<file path="src/hw/rtl/b64_pkg.sv">
// Shared types, constants and the character table for the Base64 encoder.
// Used by every module under hw/rtl; depends on nothing else.
package b64_pkg;

  // Default depth of the group queue between front and back
  localparam int QUEUE_DEPTH_DEF = 2;

  localparam int GROUP_W = 24;
  localparam int SEXTET_W = 6;
  localparam int CHAR_W = 7;

  localparam logic [CHAR_W-1:0] PAD_CHAR = 7'h3D;
  localparam logic [CHAR_W-1:0] PLUS_CHAR = 7'h2B;
  localparam logic [CHAR_W-1:0] SLASH_CHAR = 7'h2F;
  localparam logic [SEXTET_W-1:0] SIX_MASK = 6'h3F;

  // How a queued group is rendered
  typedef enum logic [1:0] {
    GRP_FULL, // three bytes, four characters
    GRP_PAD1, // two bytes, one trailing '='
    GRP_PAD2  // one byte, two trailing '='
  } grp_kind_t;

  typedef struct packed {
    logic [GROUP_W-1:0] bits;
    grp_kind_t          kind;
    logic               last;
  } group_t;

  // Queue status seen by the front and back
  typedef struct packed {
    logic full;
    logic empty;
  } q_stat_t;

  // Standard alphabet: A-Z a-z 0-9 + /
  function automatic logic [CHAR_W-1:0] b64_char(input logic [SEXTET_W-1:0] idx);
    logic [CHAR_W-1:0] code;
    if (idx < 6'd26) begin
      code = 7'(idx) + 7'h41;
    end else if (idx < 6'd52) begin
      code = 7'(idx - 6'd26) + 7'h61;
    end else if (idx < 6'd62) begin
      code = 7'(idx - 6'd52) + 7'h30;
    end else if (idx == 6'd62) begin
      code = PLUS_CHAR;
    end else begin
      code = SLASH_CHAR;
    end
    return code;
  endfunction

endpackage

</file>
<file path="src/hw/rtl/base64_encoder_core.sv">
// Base64 encoder (standard alphabet, '=' padding) with stream ports.
// Top level: instantiates b64_front, b64_queue and b64_back; depends on b64_pkg.
//
// Raw bytes enter on the s_ side with tlast on the final byte of a message;
// ASCII characters leave on the m_ side, tlast on the final character. Each
// third byte, or a final byte, yields four characters. The input takes one
// word per cycle while the group queue has room; the output register emits one
// character per cycle while the queue is not empty and m_tready allows, so the
// single character register, not the input, sets the sustained rate. A byte that
// completes a group is written into the group queue, and its first character then
// passes through the output register. The queue holds QUEUE_DEPTH groups.
module base64_encoder_core #(
  parameter int QUEUE_DEPTH = b64_pkg::QUEUE_DEPTH_DEF
) (
  input  logic       clk,
  input  logic       rst,
  input  logic       s_tvalid,
  output logic       s_tready,
  input  logic [7:0] s_tdata,   // [7:0] data_byte
  input  logic       s_tlast,   // last_byte
  output logic       m_tvalid,
  input  logic       m_tready,
  output logic [7:0] m_tdata,   // [6:0] char_code, [7] zero
  output logic       m_tlast    // last_char
);
  import b64_pkg::*;

  localparam int CW = $clog2(QUEUE_DEPTH + 1);

  logic          push;
  group_t        push_grp;
  logic          pop;
  group_t        head;
  q_stat_t       q_stat;
  logic [CW-1:0] q_count;

  b64_front u_front (
    .clk      (clk),
    .rst      (rst),
    .s_tvalid (s_tvalid),
    .s_tready (s_tready),
    .s_tdata  (s_tdata),
    .s_tlast  (s_tlast),
    .q_stat   (q_stat),
    .push     (push),
    .push_grp (push_grp)
  );

  b64_queue #(
    .DEPTH (QUEUE_DEPTH)
  ) u_queue (
    .clk      (clk),
    .rst      (rst),
    .push     (push),
    .push_grp (push_grp),
    .pop      (pop),
    .head     (head),
    .q_stat   (q_stat),
    .count    (q_count)
  );

  b64_back u_back (
    .clk      (clk),
    .rst      (rst),
    .head     (head),
    .q_stat   (q_stat),
    .pop      (pop),
    .m_tvalid (m_tvalid),
    .m_tready (m_tready),
    .m_tdata  (m_tdata),
    .m_tlast  (m_tlast)
  );

  // Queue never overfills
  a_queue_bound: assert property (@(posedge clk) disable iff (rst)
    q_count <= CW'(QUEUE_DEPTH))
    else $error("group queue overfilled");

  // Nothing pushed into a full queue
  a_no_push_full: assert property (@(posedge clk) disable iff (rst)
    q_stat.full |-> !push)
    else $error("push into full queue");

  // A pushed group appears in the count next cycle unless one also leaves
  a_count_track: assert property (@(posedge clk) disable iff (rst)
    (push && !pop) |=> (q_count == $past(q_count) + CW'(1)))
    else $error("queue count lost a group");

  // Output words are always 7-bit ASCII
  a_ascii: assert property (@(posedge clk) disable iff (rst)
    m_tvalid |-> !m_tdata[7])
    else $error("non-ASCII output word");

endmodule

</file>
<file path="src/hw/rtl/b64_front.sv">
// Front end of the Base64 encoder: takes bytes, assembles 3-byte groups or a padded final group.
// Depends on b64_pkg.
module b64_front (
  input  logic                clk,
  input  logic                rst,
  input  logic                s_tvalid,
  output logic                s_tready,
  input  logic [7:0]          s_tdata,   // [7:0] data_byte
  input  logic                s_tlast,   // last_byte
  input  b64_pkg::q_stat_t    q_stat,
  output logic                push,
  output b64_pkg::group_t     push_grp
);
  import b64_pkg::*;

  logic [7:0] held_bytes [2];
  logic [1:0] held_count;
  logic [1:0] held_count_next;
  logic       accept;

  // Take a word whenever the queue has a free slot
  assign s_tready = !q_stat.full;
  assign accept = s_tvalid && s_tready;

  // Classify: complete group, padded tail, or hold
  always_comb begin
    push = 1'b0;
    push_grp.bits = {held_bytes[0], held_bytes[1], s_tdata};
    push_grp.kind = GRP_FULL;
    push_grp.last = s_tlast;
    held_count_next = held_count;
    if (accept) begin
      if (held_count == 2'd2) begin
        push = 1'b1;
        held_count_next = 2'd0;
      end else if (s_tlast) begin
        push = 1'b1;
        held_count_next = 2'd0;
        if (held_count == 2'd0) begin
          push_grp.bits = {s_tdata, 16'h0000};
          push_grp.kind = GRP_PAD2;
        end else begin
          push_grp.bits = {held_bytes[0], s_tdata, 8'h00};
          push_grp.kind = GRP_PAD1;
        end
      end else begin
        held_count_next = held_count + 2'd1;
      end
    end
  end

  always_ff @(posedge clk) begin
    if (rst) begin
      held_count <= 2'd0;
    end else begin
      held_count <= held_count_next;
    end
  end

  // Pending bytes, no reset needed
  always_ff @(posedge clk) begin
    if (accept && !s_tlast && held_count != 2'd2) begin
      held_bytes[held_count[0]] <= s_tdata;
    end
  end

endmodule

</file>
<file path="src/hw/rtl/b64_queue.sv">
// Short group queue between the front and back of the Base64 encoder.
// Depends on b64_pkg.
module b64_queue #(
  parameter int DEPTH = b64_pkg::QUEUE_DEPTH_DEF
) (
  input  logic                          clk,
  input  logic                          rst,
  input  logic                          push,
  input  b64_pkg::group_t               push_grp,
  input  logic                          pop,
  output b64_pkg::group_t               head,
  output b64_pkg::q_stat_t              q_stat,
  output logic [$clog2(DEPTH+1)-1:0]    count
);
  import b64_pkg::*;

  localparam int AW = (DEPTH > 1) ? $clog2(DEPTH) : 1;
  localparam int CW = $clog2(DEPTH + 1);

  group_t          slots [DEPTH];
  logic [AW-1:0]   wr_ptr;
  logic [AW-1:0]   rd_ptr;
  logic [AW-1:0]   wr_ptr_next;
  logic [AW-1:0]   rd_ptr_next;
  logic [CW-1:0]   count_next;

  assign q_stat.full = (count == CW'(DEPTH));
  assign q_stat.empty = (count == '0);
  assign head = slots[rd_ptr];

  // Pointer wrap and occupancy
  always_comb begin
    wr_ptr_next = (wr_ptr == AW'(DEPTH - 1)) ? '0 : wr_ptr + 1'b1;
    rd_ptr_next = (rd_ptr == AW'(DEPTH - 1)) ? '0 : rd_ptr + 1'b1;
    count_next = count + CW'(push) - CW'(pop);
  end

  always_ff @(posedge clk) begin
    if (rst) begin
      wr_ptr <= '0;
      rd_ptr <= '0;
      count <= '0;
    end else begin
      if (push) begin
        wr_ptr <= wr_ptr_next;
      end
      if (pop) begin
        rd_ptr <= rd_ptr_next;
      end
      count <= count_next;
    end
  end

  // Slot storage
  always_ff @(posedge clk) begin
    if (push) begin
      slots[wr_ptr] <= push_grp;
    end
  end

endmodule

</file>
<file path="src/hw/rtl/b64_back.sv">
// Back end of the Base64 encoder: renders queued groups, one character a cycle
// while the queue is not empty and m_tready allows. Depends on b64_pkg.
module b64_back (
  input  logic                clk,
  input  logic                rst,
  input  b64_pkg::group_t     head,
  input  b64_pkg::q_stat_t    q_stat,
  output logic                pop,
  output logic                m_tvalid,
  input  logic                m_tready,
  output logic [7:0]          m_tdata,   // [6:0] char_code, [7] zero
  output logic                m_tlast    // last_char
);
  import b64_pkg::*;

  logic [1:0]          pos;
  logic                advance;
  logic                load;
  logic [SEXTET_W-1:0] sextet;
  logic                is_pad;
  logic [CHAR_W-1:0]   char_next;

  // Output register moves when empty or taken
  assign advance = !m_tvalid || m_tready;
  assign load = advance && !q_stat.empty;
  assign pop = load && (pos == 2'd3);

  // Pick the sextet for this position, most significant first
  always_comb begin
    case (pos)
      2'd0: sextet = head.bits[23:18];
      2'd1: sextet = head.bits[17:12];
      2'd2: sextet = head.bits[11:6];
      2'd3: sextet = head.bits[5:0];
      default: sextet = '0;
    endcase
    sextet = sextet & SIX_MASK;
    case (head.kind)
      GRP_PAD1: is_pad = (pos == 2'd3);
      GRP_PAD2: is_pad = (pos[1] == 1'b1);
      default:  is_pad = 1'b0;
    endcase
    char_next = is_pad ? PAD_CHAR : b64_char(sextet);
  end

  always_ff @(posedge clk) begin
    if (rst) begin
      pos <= 2'd0;
      m_tvalid <= 1'b0;
    end else begin
      if (load) begin
        pos <= pos + 2'd1;
      end
      if (advance) begin
        m_tvalid <= !q_stat.empty;
      end
    end
  end

  // Character word register
  always_ff @(posedge clk) begin
    if (load) begin
      m_tdata <= {1'b0, char_next};
      m_tlast <= head.last && (pos == 2'd3);
    end
  end

endmodule
</file>
<file path="config.mk">
export PLATFORM = sky130hd
export DESIGN_NAME = base64_encoder_core
export DESIGN_NICKNAME = d
export VERILOG_FILES = /design/src/hw/rtl/b64_pkg.sv /design/src/hw/rtl/base64_encoder_core.sv /design/src/hw/rtl/b64_front.sv /design/src/hw/rtl/b64_queue.sv /design/src/hw/rtl/b64_back.sv
export SDC_FILE = /design/constraint.sdc
export NUM_CORES = 1
export LEC_CHECK = 0
export CAP_MARGIN = 25
export CORE_MARGIN = 1.5
export CORE_UTILIZATION = 60
export CTS_BUF_LIST = sky130_fd_sc_hd__clkbuf_8
export DETAILED_ROUTE_END_ITERATION = 16
export DONT_BUFFER_PORTS = 1
export PLACE_DENSITY = 0.74
export SYNTH_ARGS = -nofsm -noshare
export SYNTH_HDL_FRONTEND = slang
export SYNTH_SLANG_ARGS = --single-unit
</file>
<file path="constraint.sdc">
create_clock -name clk -period 3.9 [get_ports clk]
set_input_delay 0.975 -clock clk [delete_from_list [all_inputs] [get_ports clk]]
set_output_delay 0.975 -clock clk [all_outputs]
set_load 0.005 [all_outputs]
</file>
; ---- Word level (Yosys, flattened, before mapping)
; Memory sizes are Yosys's and may differ from the RTL's. A register that Yosys moved wholly into a read port is not among the register bits.
; Cells that the tools add are included.
; W data, S select, Z words.
[word_totals]
input_bits = 13
word_cells = 70
mem_bits_rw = 70
regBits = 17
mem_count = 2
out_inout_bits = 11
[classes]
n_mux = 23
n_lt_le_gt_ge = 3
add_sub_neg = 11
reduce_logical = 14
n_eq_ne = 9
[memory_table]
columns = memory, words, word_bits, read_ports, rd_ports_with_merged_regs, wr, line_no
row1 = u_queue.slots, 2, 27, 1, 1, 1, b64_queue.sv:20  ; group_t slots [DEPTH];
row2 = u_front.held_bytes, 2, 8, 2, 0, 1, b64_front.sv:16  ; logic [7:0] held_bytes [2];
[ops]
columns = op, count
row1 = $mux W26, 4
row2 = $pmux W6 S4, 1
row3 = $mux W7, 3
row4 = $lt A6 B6 Y1 const B, 2
row5 = $mux W1, 11
row6 = $eq A2 B2 Y1 const B, 5
row7 = $add A6 B7 Y7 const B, 1
row8 = $add A7 B6 Y7 const B, 1
row9 = $add A7 B7 Y7 const B, 1
row10 = $sub A6 B5 Y7 const B, 1
row11 = $sub A6 B6 Y7 const B, 1
row12 = $eq A6 B6 Y1 const B, 1
row13 = $logic_and A1 B1 Y1, 6
row14 = $logic_not A2 Y1, 3
row15 = $lt A6 B5 Y1 const B, 1
row16 = $add A2 B1 Y2 const B, 2
row17 = $eq A2 B1 Y1 const B, 2
row18 = $logic_not A1 Y1, 4
row19 = $mux W2, 2
row20 = $mux W3, 1
row21 = $add A1 B1 Y1 const B, 2
row22 = $add A2 B1 Y2, 1
row23 = $ne A2 B2 Y1 const B, 1
row24 = $pmux W1 S2, 1
row25 = 2 further kinds, 2

; ---- Longest topological paths before layout
[logic_depth]
word_depth = 7
depth_mapped = 12
mapped_depth_nobuf = 10

; ---- Cells and area by module
; Synthesis repeated with hierarchy kept, for this count alone.
[hier_totals]
hier_cells = 305
hier_area_um2 = 4255.3
[modules_own_cells]
columns = module, instances, seq_area_each_um2, area_per_inst_um2, cells_each
row1 = b64_queue, 1, 1721.7, 2268.4, 105
row2 = b64_back, 1, 300.3, 1028.5, 117
row3 = b64_front, 1, 520.5, 958.4, 83

; ---- Worst setup path after synthesis
; OpenSTA, ideal clock, no wires.
[synth_path]
path_type = input -> register
start = input s_tvalid
end = memory u_queue.slots[0][0] in the netlist's numbering, enable pin
n_path_buf = 0
stages = 2
required_ps = 3455
t_arrival_ps = 2972
path_slack_ps = 483
setup_ps = 445
path_cell_list = nand2_1 > nor3_1
[synth_via]
elab_chain_len = 4
[synth_rtl]
columns = element, line_no
row1 = "start, declared", base64_encoder_core.sv:17  ; input logic s_tvalid,
row2 = $logic_and A1 B1 Y1, b64_front.sv:23  ; assign accept = s_tvalid && s_tready;
row3 = $mux W1, b64_front.sv:32  ; if (accept) begin
row4 = $mux W1, b64_queue.sv:56  ; if (push) begin
row5 = $mux W1 (not written as such), b64_queue.sv:57  ; slots[wr_ptr] <= push_grp;
row6 = "end, declared", b64_queue.sv:20
; Every way passes these cells.

; ---- Worst setup path after layout
[layout_path]
start = register u_back.pos[1]
end = register u_back.m_tdata[2], data pin
[layout_via]
elab_chain_len = 7
word_cells_on_any_way = 19
cone_classes = add/sub (5) / order compare (3) / eq/ne (4) / mux (6) / reduce/logical (1)
[layout_rtl]
columns = element, line_no
row1 = "start, declared", b64_back.sv:16  ; logic [1:0] pos;
row2 = "start signal, assigned", b64_back.sv:52  ; pos <= pos + 2'd1;
row3 = $eq A2 B2 Y1 (tied with other cells), "b64_back.sv:30, b64_back.sv:39"
row4 = $pmux W6 S4, b64_back.sv:30  ; case (pos)
row5 = $sub A6 B6 Y7 or $eq A6 B6 Y1 (tied branches), "b64_pkg.sv:44, b64_pkg.sv:45"
row6 = $add A7 B6 Y7 or $mux W3 (tied branches), "b64_pkg.sv:44, b64_pkg.sv:45"
row7 = $mux W7, b64_pkg.sv:43  ; end else if (idx < 6'd62) begin
row8 = $mux W7, b64_pkg.sv:41  ; end else if (idx < 6'd52) begin
row9 = $mux W7, b64_pkg.sv:39  ; if (idx < 6'd26) begin
row10 = "end signal, assigned", b64_back.sv:63  ; m_tdata <= {1'b0, char_next};
row11 = "end, declared", b64_back.sv:11  ; output logic [7:0] m_tdata,
; Parallel ways exist; a longest one is shown, timed or not.
; A chain may end at the register's enable or synchronous reset.

==> results.yml <==
sta:
  tightestPinTransition_ns: 0.620
  rsz0062_at_grt: "false"
  finalCritPeriodShare: 0.794
  max-slew-margin-rel: 0.586
  max_freq_mhz: 323
  slew_viol_final: 0
  fin_setup_tns_ns: 0
  hold_violations: 0
  fin_worst_skew_ns: 0.00564
  layout_min_cycle_time_ns: 3.10
  setup_viol: 0
global_routing:
  use_met1: 0.295
  grtUsageMet2: 0.314
  grt_pass1_vias: 2203
  grt_util_all_layers: 0.211
  busiest_layer: "met2"
  antenna_found_initial: 0
  grt_overflow: 0
  grt_pass1_wl_mm: 11.1
  grt_max_degree: 28
  use_met3: 0.0633
route:
  wirelength_mm: 6.60
  wl_per_cell_um: 17.8
  num_vias: 2169
  ant_nets: 0
  drc: 0
  drt_iter0_drc: 155
  viasPerCell: 5.85
  drt_pass1_iterations: 4
layout:
  n_antenna_cell: 0
  nFillCells: 449
  final_nets: 315
  seqCellArea_mm2: 0.00254
  multi_input_area_mm2: 0.00124
  area_delta_synth_final_pct: 6.24
  drive_gt1_frac: 0.109
setup_path:
  path_class: "reg -> reg"
  worstReg2RegEnd: "u_back.m_tdata[2]$_SDFFCE_PP1P_"
  crit_path_end_kind: "register"
  reg2reg_from: "u_back.pos[1]$_SDFFE_PP0P_"
  worstRegToRegCells: 8
  crit_required_ns: 4.01
  critPathLaunchType: "register"
  crit_fanout: 15
  critical_path_arrival_ns: 3.20
  r2r_slack_ns: 0.80
clocking:
  post_cts.repair.setup_buffers: 0
  cts_buffer_depth: 2
  cts_buffers: 9
  clock_latency_ns: 0.35
  cts.repair.resized: 0
  hold_buffers: 0
  clock-sinks: 88
  ctsHtreeMaxLevel: 3
  clk_pin_slew_ns: 0.08
  tritoncts: "yes"
  cts_root_buf: "clkbuf_8"
place:
  gp_congestion: 0.828
  place.detailed.hpwl_mm: 4.58
  numPortBuffers: 0
logic_synthesis:
  ys.flop_type: "edfxtp_1"
  syn_inst: 289
  ys_top_cells_by_count: "78 x edfxtp_1, 19 x nand2_1, 18 x nor2_1"
  syn_area_mm2: 0.00391
  synthAdderAreaFrac: 0.0384
  synth_fp_nets: 314
  synth-compound-area-share: 0.100
  seq_area_frac_synth: 0.650
  ys_warn_count: 0
  synthXorXnorAreaFrac: 0.0134
  yosys-mux-area-fraction: 0.0576
  async_reset_ff_frac: 0
  yosysUniqueCellTypes: 44
  synth_top_family_by_area: "simple AND/OR/NAND/NOR gates"
  synth-edff-count: 78
  synth.most_common_cell: "edfxtp_1"
  yosysTopAreaCellShare: 0.599
  ys_seq_elements: 88
  synthSimpleGateAreaFrac: 0.106
  synth_top_area_cell: "edfxtp_1"
  synthTopCellsByArea: "edfxtp_1 60%, dfxtp_1 5.1%, ha_1 3.8%"
  syn_area_per_cell_um2: 13.5
run_status:
  status: "finished, final reports clean"
run:
  drv_cap: 0
die:
  rows: 29
  start_util: 0.619
  die_area_mm2: 0.00701
  io_pins: 24
  die_w_um: 83.7
  core_mm2: 0.00631
  die_h_um: 83.7
min_path:
  holdCritStartpoint: "u_front.held_count[1]$_SDFFE_PP0P_"
  hold_end: "u_front.held_count[1]$_SDFFE_PP0P_"
  whs_path_depth: 2
  hold_path.class: "reg -> reg"
power:
  power_density_mw_per_mm2: 500
  p_total_mw: 2.08
  ir_worst_vdd_mv: 0.307
  p_leak_nw: 1.45
-- state kept, by name, indices dropped and copies added, names as in the netlist, named ones only --
signal and cells:
u_queue.rd_ptr 1, u_queue.count 2, u_front.held_count 2, u_front.held_bytes 16, u_back.pos 2, u_back.m_tdata 7, u_back.m_tlast 1, u_queue.wr_ptr 1
u_back.m_tvalid 1, u_queue.slots 54
-- routing by layer --
metal,part of all wire,wire length (um),vias up
met1,0.46,3060,1050
met4,0.020,130,0
li1,-,-,1061
met2,0.48,3160,45
met5,0,0,-
met3,0.038,252,13
-- final cells by class --
cell class                 instances  area share
sequential                        88       0.612
multi-input combinational        175       0.299
clock buffer                       9      0.0298
tap                               77      0.0232
clock inverter                     6      0.0184
inverter                          13      0.0117
timing repair buffer               3     0.00542
-- critical path, cell delays in order (launching register included) --
cell,delay [ns]
dfxtp_1,0.41
ha_1,0.53
a22oi_1,0.17
and3_1,0.19
a221o_1,0.40
or2_4,0.30
o21ai_4,0.25
mux2_4,0.32
a221o_1,0.29
-- cells by family (layout without fill, tap and decap cells) --
family	count (synthesis)	in the layout
AOI/OAI and AO/OA	54	54
DFF	88	88
and+or+nand+nor	81	81
muxes	21	21
other	1	1
adders and majority gates	12	12
buffers and inverters	26	31
xor gates and xnor gates	6	6
-- report_power, final --
group	total, mW	internal, mW	switching (mW)
registers	1.12	1.09	0.0203
logic	0.323	0.130	0.192
clock network	0.641	0.349	0.292
total	2.08	1.57	0.504
-- worst max-delay path by stage --
stage / from / end / slack, ns / cells past startpoint
global route: u_back.pos[1]$_SDFFE_PP0P_ / u_back.m_tdata[2]$_SDFFCE_PP1P_ / 0.57 / 8
detailed placement: u_back.pos[1]$_SDFFE_PP0P_ / u_back.m_tdata[2]$_SDFFCE_PP1P_ / 0.79 / 8
finish: u_back.pos[1]$_SDFFE_PP0P_ / u_back.m_tdata[2]$_SDFFCE_PP1P_ / 0.80 / 8
floorplan: s_tvalid / u_queue.slots[0][0]$_DFFE_PP_ / 0.48 / 2
CTS: u_back.pos[1]$_SDFFE_PP0P_ / u_back.m_tdata[2]$_SDFFCE_PP1P_ / 0.79 / 8
global placement: u_back.pos[1]$_SDFFE_PP0P_ / u_back.m_tdata[2]$_SDFFCE_PP1P_ / 0.93 / 8
-- stage by stage --
step / area, um^2 / hold WS (ns) / cells / setup slack, ns / util
after floorplan: 3910 / 0.449 / 289 / 0.483 / -
after global placement: 3950 / 0.457 / 356 / 0.932 / 0.626
after detailed placement: 3950 / 0.466 / 356 / 0.792 / 0.626
after CTS: 4150 / 0.476 / 371 / 0.792 / 0.658
after global routing: 4150 / 0.509 / 371 / 0.568 / 0.658
final: 4150 / 0.470 / 371 / 0.804 / 0.658
-- cell usage in the layout, fill, tap and decap left out, drive strengths merged, types with 11 or more instances in the layout --
cell,instances
a21oi,11
a22oi,12
and2,13
edfxtp,78
ha,12
inv,14
mux2i,12
nand2,19
nor2,18
(Power assumes the default switching activity.)
